[src/hdl/peta_pkg.sv]
`timescale 1ns / 1ps
// ----------------------------------------------------------------------------
// peta_pkg
// Shared types and codes for the pending entry table with aging.
// ----------------------------------------------------------------------------
package peta_pkg;

   localparam int KEY_W = 64;
   localparam int ACCT_W = 64;
   localparam int PAY_W = 32;
   localparam int TICK_W = 32;
   localparam int LIMIT_W = 7;
   localparam int CNT_W = 7;
   localparam int STAT_W = 3;

   localparam logic [1:0] ACT_INSERT = 2'd0;
   localparam logic [1:0] ACT_REMOVE = 2'd1;
   localparam logic [1:0] ACT_QUERY = 2'd2;
   localparam logic [1:0] ACT_AGE = 2'd3;

   localparam logic [STAT_W-1:0] ST_DONE = 3'd0;
   localparam logic [STAT_W-1:0] ST_FULL = 3'd1;
   localparam logic [STAT_W-1:0] ST_LIMIT = 3'd2;
   localparam logic [STAT_W-1:0] ST_DUP = 3'd3;
   localparam logic [STAT_W-1:0] ST_NOT_FOUND = 3'd4;
   localparam logic [STAT_W-1:0] ST_NONE_EXPIRED = 3'd5;

   localparam logic [LIMIT_W-1:0] LIMIT_RESET = 7'd8;

   typedef struct packed {
      logic [1:0] action;
      logic [KEY_W-1:0] key;
      logic [ACCT_W-1:0] account;
      logic [PAY_W-1:0] payload;
      logic [TICK_W-1:0] now;
      logic [TICK_W-1:0] cutoff;
   } cmd_type;

   typedef struct packed {
      logic valid;
      cmd_type cmd;
   } cmd_link_type;

endpackage

[src/hdl/peta_front.sv]
`timescale 1ns / 1ps
// ----------------------------------------------------------------------------
// peta_front
// Takes request transfers, works out the age cutoff and queues commands.
// ----------------------------------------------------------------------------
module peta_front (
   input  logic                  clock,
   input  logic                  reset,
   input  logic                  in_valid,
   output logic                  in_ready,
   input  logic [1:0]            in_action,
   input  logic [223:0]          in_data,
   output peta_pkg::cmd_link_type head,
   input  logic                  pop
);
   import peta_pkg::*;

   cmd_type q_ff [2];
   logic wr_ptr_ff, wr_ptr_in;
   logic rd_ptr_ff, rd_ptr_in;
   logic [1:0] count_ff, count_in;
   cmd_type cmd_in;
   logic push;
   logic do_pop;

   always_comb begin
      cmd_in.action = in_action;
      cmd_in.key = in_data[63:0];
      cmd_in.account = in_data[127:64];
      cmd_in.payload = in_data[159:128];
      cmd_in.now = in_data[191:160];
      cmd_in.cutoff = (in_data[191:160] >= in_data[223:192]) ?
                      in_data[191:160] - in_data[223:192] : '0;
   end

   assign in_ready = (count_ff != 2'd2);
   assign push = in_valid && in_ready;
   assign do_pop = pop && (count_ff != 2'd0);
   assign head.valid = (count_ff != 2'd0);
   assign head.cmd = q_ff[rd_ptr_ff];

   always_comb begin
      wr_ptr_in = wr_ptr_ff ^ push;
      rd_ptr_in = rd_ptr_ff ^ do_pop;
      count_in = count_ff + {1'b0, push} - {1'b0, do_pop};
   end

   always_ff @(posedge clock) begin
      if (push) begin
         q_ff[wr_ptr_ff] <= cmd_in;
      end
   end

   always_ff @(posedge clock) begin
      if (reset) begin
         wr_ptr_ff <= 1'b0;
         rd_ptr_ff <= 1'b0;
         count_ff <= 2'd0;
      end else begin
         wr_ptr_ff <= wr_ptr_in;
         rd_ptr_ff <= rd_ptr_in;
         count_ff <= count_in;
      end
   end

endmodule

[config.mk]
export PLATFORM = sky130hd
export DESIGN_NAME = peta_front
export DESIGN_NICKNAME = d
export VERILOG_FILES = /design/src/hdl/peta_pkg.sv /design/src/hdl/peta_front.sv
export SDC_FILE = /design/constraint.sdc
export NUM_CORES = 1
export LEC_CHECK = 0
export BUFFER_PORTS_ARGS = -buffer_cell sky130_fd_sc_hd__buf_2
export CAP_MARGIN = 10
export CORE_MARGIN = 2
export CORE_UTILIZATION = 55
export DETAILED_ROUTE_END_ITERATION = 12
export PLACE_DENSITY = 0.85
export SLEW_MARGIN = 0
export SYNTH_ARGS = -nofsm -noshare
export SYNTH_HDL_FRONTEND = slang
export SYNTH_SLANG_ARGS = --single-unit
[constraint.sdc]
create_clock -name clock -period 14.18 [get_ports clock]
set_clock_uncertainty 0.15 [all_clocks]
set_input_delay 2.836 -clock clock [delete_from_list [all_inputs] [get_ports clock]]
set_output_delay 2.836 -clock clock [all_outputs]
set_load 0.02 [all_outputs]
==> results by group <==
Run status
  • Status: complete, no violations

Logic synthesis
  • Post-synth cell types: 56
  • Post-synthesis register bit count: between 400 and 500
  • Count of flip-flops with a built-in enable after synthesis: 452
  • Netlist Area Pre-Place: roughly 0.019 mm2
  • Syn avg cell area: about 17 um2
  • Ys Warns: 0
  • Syn nets: 1336
  • Cell count after synthesis: roughly 1100
  • Sequential area share after synthesis: between 70% and 80%
  • Async SR Flop Fraction: 0%
  • Synth Flop Type: edfxtp_1

Final layout
  • Fraction of layout instances using a drive strength above 1: between 40 and 50%
  • Area occupied by multi-input gates: approximately 0.0047 mm2
  • Area grow syn2layout: 23.0%
  • Layout fillers: between 2000 and 2500
  • Total Nets Final: 1814
  • Reg area: 0.0137 mm2
  • Commonest cells after routing, fill and taps aside: buf_2 (457), edfxtp_1 (452), mux2_2 (226)
  • Commonest non-fill, non-tap cell in the layout: buf_2

Hold path
  • Tightest Hold Check Type: reg2reg

Global route
  • First-pass GRT wire length: between 60 and 70 mm
  • Tot GR Track Use: approximately a quarter
  • Initial antenna violation count: 15
  • Vias in the first global route: approximately 12000
  • GRT Residual Overflow: 0
  • Pin count of the biggest net entering global routing: 76

Timing
  • Fin crit share: ~45%
  • Final Max Slew Viols: 0
  • Slew HR: a little under a third
  • F_max: 156 MHz
  • Worst slew pin tran: around 1.0 ns
  • Final setup fails: 0
  • Final hold vios: 0
  • Final setup TNS: 0 ns
  • Worst hold margin: between 0.4 and 0.5 ns
  • Tmin final: about 6.4 ns
  • RSZ-0062 raised after global routing: no

Pwr
  • Combinational share of power: 28.2%
  • Leak: between 8 and 9 nW
  • P_sw: around 1.3 mW
  • Sequential share of power: 43.8%
  • Int Power: approximately 2.8 mW
  • VDD IR-drop max: approximately 0.12 mV
  • Pwr per Cell Area: roughly 180 mW/mm2
  • Switch share: 31.0%
  • Clk network pwr share: between 20% and 30%

Route
  • DR vias: ~11000
  • Routed Antenna Nets: 0
  • Initial drt markers: a little over 800
  • TritonRoute pass-1 iters: 5
  • Vias/cell: ~5.5
  • Residual DRC: 0
  • Wirelength, routed: approximately 43 mm
  • Routed len/inst: 21.2 um

Clock tree
  • CTS Hold Buffers Added: 0
  • Clock Latency Late Sink: 0.55 ns
  • CTS resizes: 0
  • Max Root-Sink Buffers: 3
  • Clk sinks: between 400 and 500
  • Clk root buf: clkbuf_16
  • H-tree depth: 2
  • Reg clk slew, reported paths: around 0.060 ns
  • Setup Buffers After CTS: 0
  • TritonCTS clock tree: yes
  • CTS Buf Count: 47

Setup path
  • CP delay by family, top: buffers and inverters
  • Critical Path Fanout Max: slightly above 60
  • Cell Chain, Critical Path: buf_4, buf_4, mux2_2, buf_2
  • Worst setup SP type: flip-flop
  • CP required: between 10 and 15 ns
  • Worst path most repeated cell: buf_4
  • CP endpoint kind: output pin
  • Worst EP arrival: 3.43 ns
  • Crit-path max cell delay: approximately 0.8 ns
  • Cell at the slowest stage of the critical path: buf_4
  • Kind of critical path: reg2out
  • CP Buf/Inv Count: 3

Run
  • Maximum Capacitance Violations: 0

Floorplanning
  • Core area: around 0.033 mm2
  • Top-level port count: roughly 460
  • Row count: 67
  • Initial Util: a little under three fifths
  • Die area: about 0.035 mm2
  • Die Wd: roughly 190 um
  • Die H: approximately 190 um

Placed design
  • HPWL Detailed: 29.9 mm
  • I/O Buffers: 457
  • GP Congestion: between 0.9 and 1
sequential cells by signal, indices dropped and copies added, names as in the netlist:
register,cells
q_ff,452
rd_ptr_ff,1
wr_ptr_ff,1
count_ff,2
synthesized netlist by cell type (2+ instances only):
| cell | n | area (um2) |
|---|---|---|
| a211o_1 | 3 | 26.3 |
| a2111oi_2 | 3 | 45.0 |
| inv_1 | 38 | 143 |
| o211ai_1 | 2 | 15.0 |
| xnor2_1 | 14 | 123 |
| nor2b_1 | 3 | 18.8 |
| a41oi_1 | 2 | 17.5 |
| o21ai_0 | 26 | 130 |
| xor2_1 | 9 | 78.8 |
| and2_1 | 2 | 12.5 |
| a21o_1 | 7 | 52.6 |
| a21oi_1 | 33 | 165 |
| ha_1 | 36 | 450 |
| o21bai_1 | 3 | 22.5 |
| nand2b_1 | 4 | 25.0 |
| o211a_1 | 2 | 20.0 |
| o31ai_1 | 2 | 15.0 |
| or2_2 | 5 | 31.3 |
| nand3_1 | 4 | 20.0 |
| mux2_2 | 226 | 2540 |
| clkbuf_1 | 31 | 116 |
| dfxtp_1 | 4 | 80.1 |
| edfxtp_1 | 452 | 13600 |
| nor4_1 | 5 | 31.3 |
| nand4_1 | 5 | 31.3 |
| and3_1 | 5 | 31.3 |
| a211oi_1 | 6 | 45.0 |
| nand2_1 | 30 | 113 |
| a31oi_1 | 5 | 31.3 |
| nor3_1 | 11 | 55.1 |
| o21ai_1 | 5 | 25.0 |
| buf_2 | 7 | 35.0 |
| nor2_1 | 50 | 188 |
| o21a_1 | 7 | 52.6 |
cells by family (layout without fill, tap and decap cells):
kind of cell | after synthesis | count (layout) | share of synthesized area, %
other | 0 | 14 | 0
adder cells (fa/ha/maj) | 37 | 37 | 2.53
AND/OR/NAND/NOR | 133 | 133 | 3.41
flip-flops | 456 | 456 | 73.5
XOR/XNOR | 23 | 23 | 1.08
AO/OA/AOI/OAI | 117 | 117 | 4.19
buffers and inverters | 76 | 590 | 1.58
multiplexers | 227 | 227 | 13.7
power groups by stage:
stage | clock [mW] | combinational (mW) | sequential, mW
4_1_cts | 1.17 | 1.15 | 1.78
2_1_floorplan | 0 | 0.778 | 1.83
3_3_place_gp | 0 | 1.13 | 1.79
6_report | 1.14 | 1.15 | 1.78
3_5_place_dp | 0 | 1.14 | 1.81
5_1_grt | 1.22 | 1.22 | 1.80
routing by layer:
layer  up-vias  global-route usage, %  wire length (um)
met1      5532                   26.6             15600
li1       5100                      -                 -
met2       483                   42.3             22700
met3        90                   6.81              3700
met4         4                   11.1              1350
met5         -                      0                24
worst min-delay path: cells and delay by family (launching register included):
kind,cells,cell delay [ns]
flops,1,0.33
simple gates,1,0.04
xor+xnor,1,0.17
per-stage QoR:
| stage | instances | total power [mW] | util [%] | setup WS, ns | instance area [um2] |
|---|---|---|---|---|---|
| 6_report | 2045 | 4.08 | 68.5 | 7.76 | 22900 |
| 2_1_floorplan | 1069 | 2.61 | - | 5.23 | 18600 |
| 3_3_place_gp | 1946 | 2.92 | 64.1 | 8.22 | 21400 |
| 4_1_cts | 2031 | 4.10 | 68.4 | 7.71 | 22800 |
| 5_1_grt | 2044 | 4.23 | 68.5 | 7.56 | 22900 |
| 3_5_place_dp | 1946 | 2.95 | 64.1 | 8.12 | 21400 |
final cells by class:
cell class / instances / area share (%)
inverters: 38 / 0.624
well taps: 448 / 2.45
clock buffers: 60 / 5.45
flip-flops and latches: 456 / 59.8
diodes: 14 / 0.153
multi-input cells: 537 / 20.4
repair buffers: 467 / 10.3
clock inverters: 25 / 0.810
worst paths after layout:
kind                     startpoint                endpoint  slack [ns]  depth (start not counted)
min          count_ff[1]$_SDFF_PP0_  count_ff[1]$_SDFF_PP0_        0.44                          2
min reg2reg  count_ff[1]$_SDFF_PP0_  count_ff[1]$_SDFF_PP0_        0.44                          2
max            rd_ptr_ff$_SDFF_PP0_                head[25]        7.76                          4
max reg2reg  count_ff[0]$_SDFF_PP0_  q_ff[0][108]$_DFFE_PP_       10.82                          6
No activity file was read; power rests on OpenSTA's default activity.
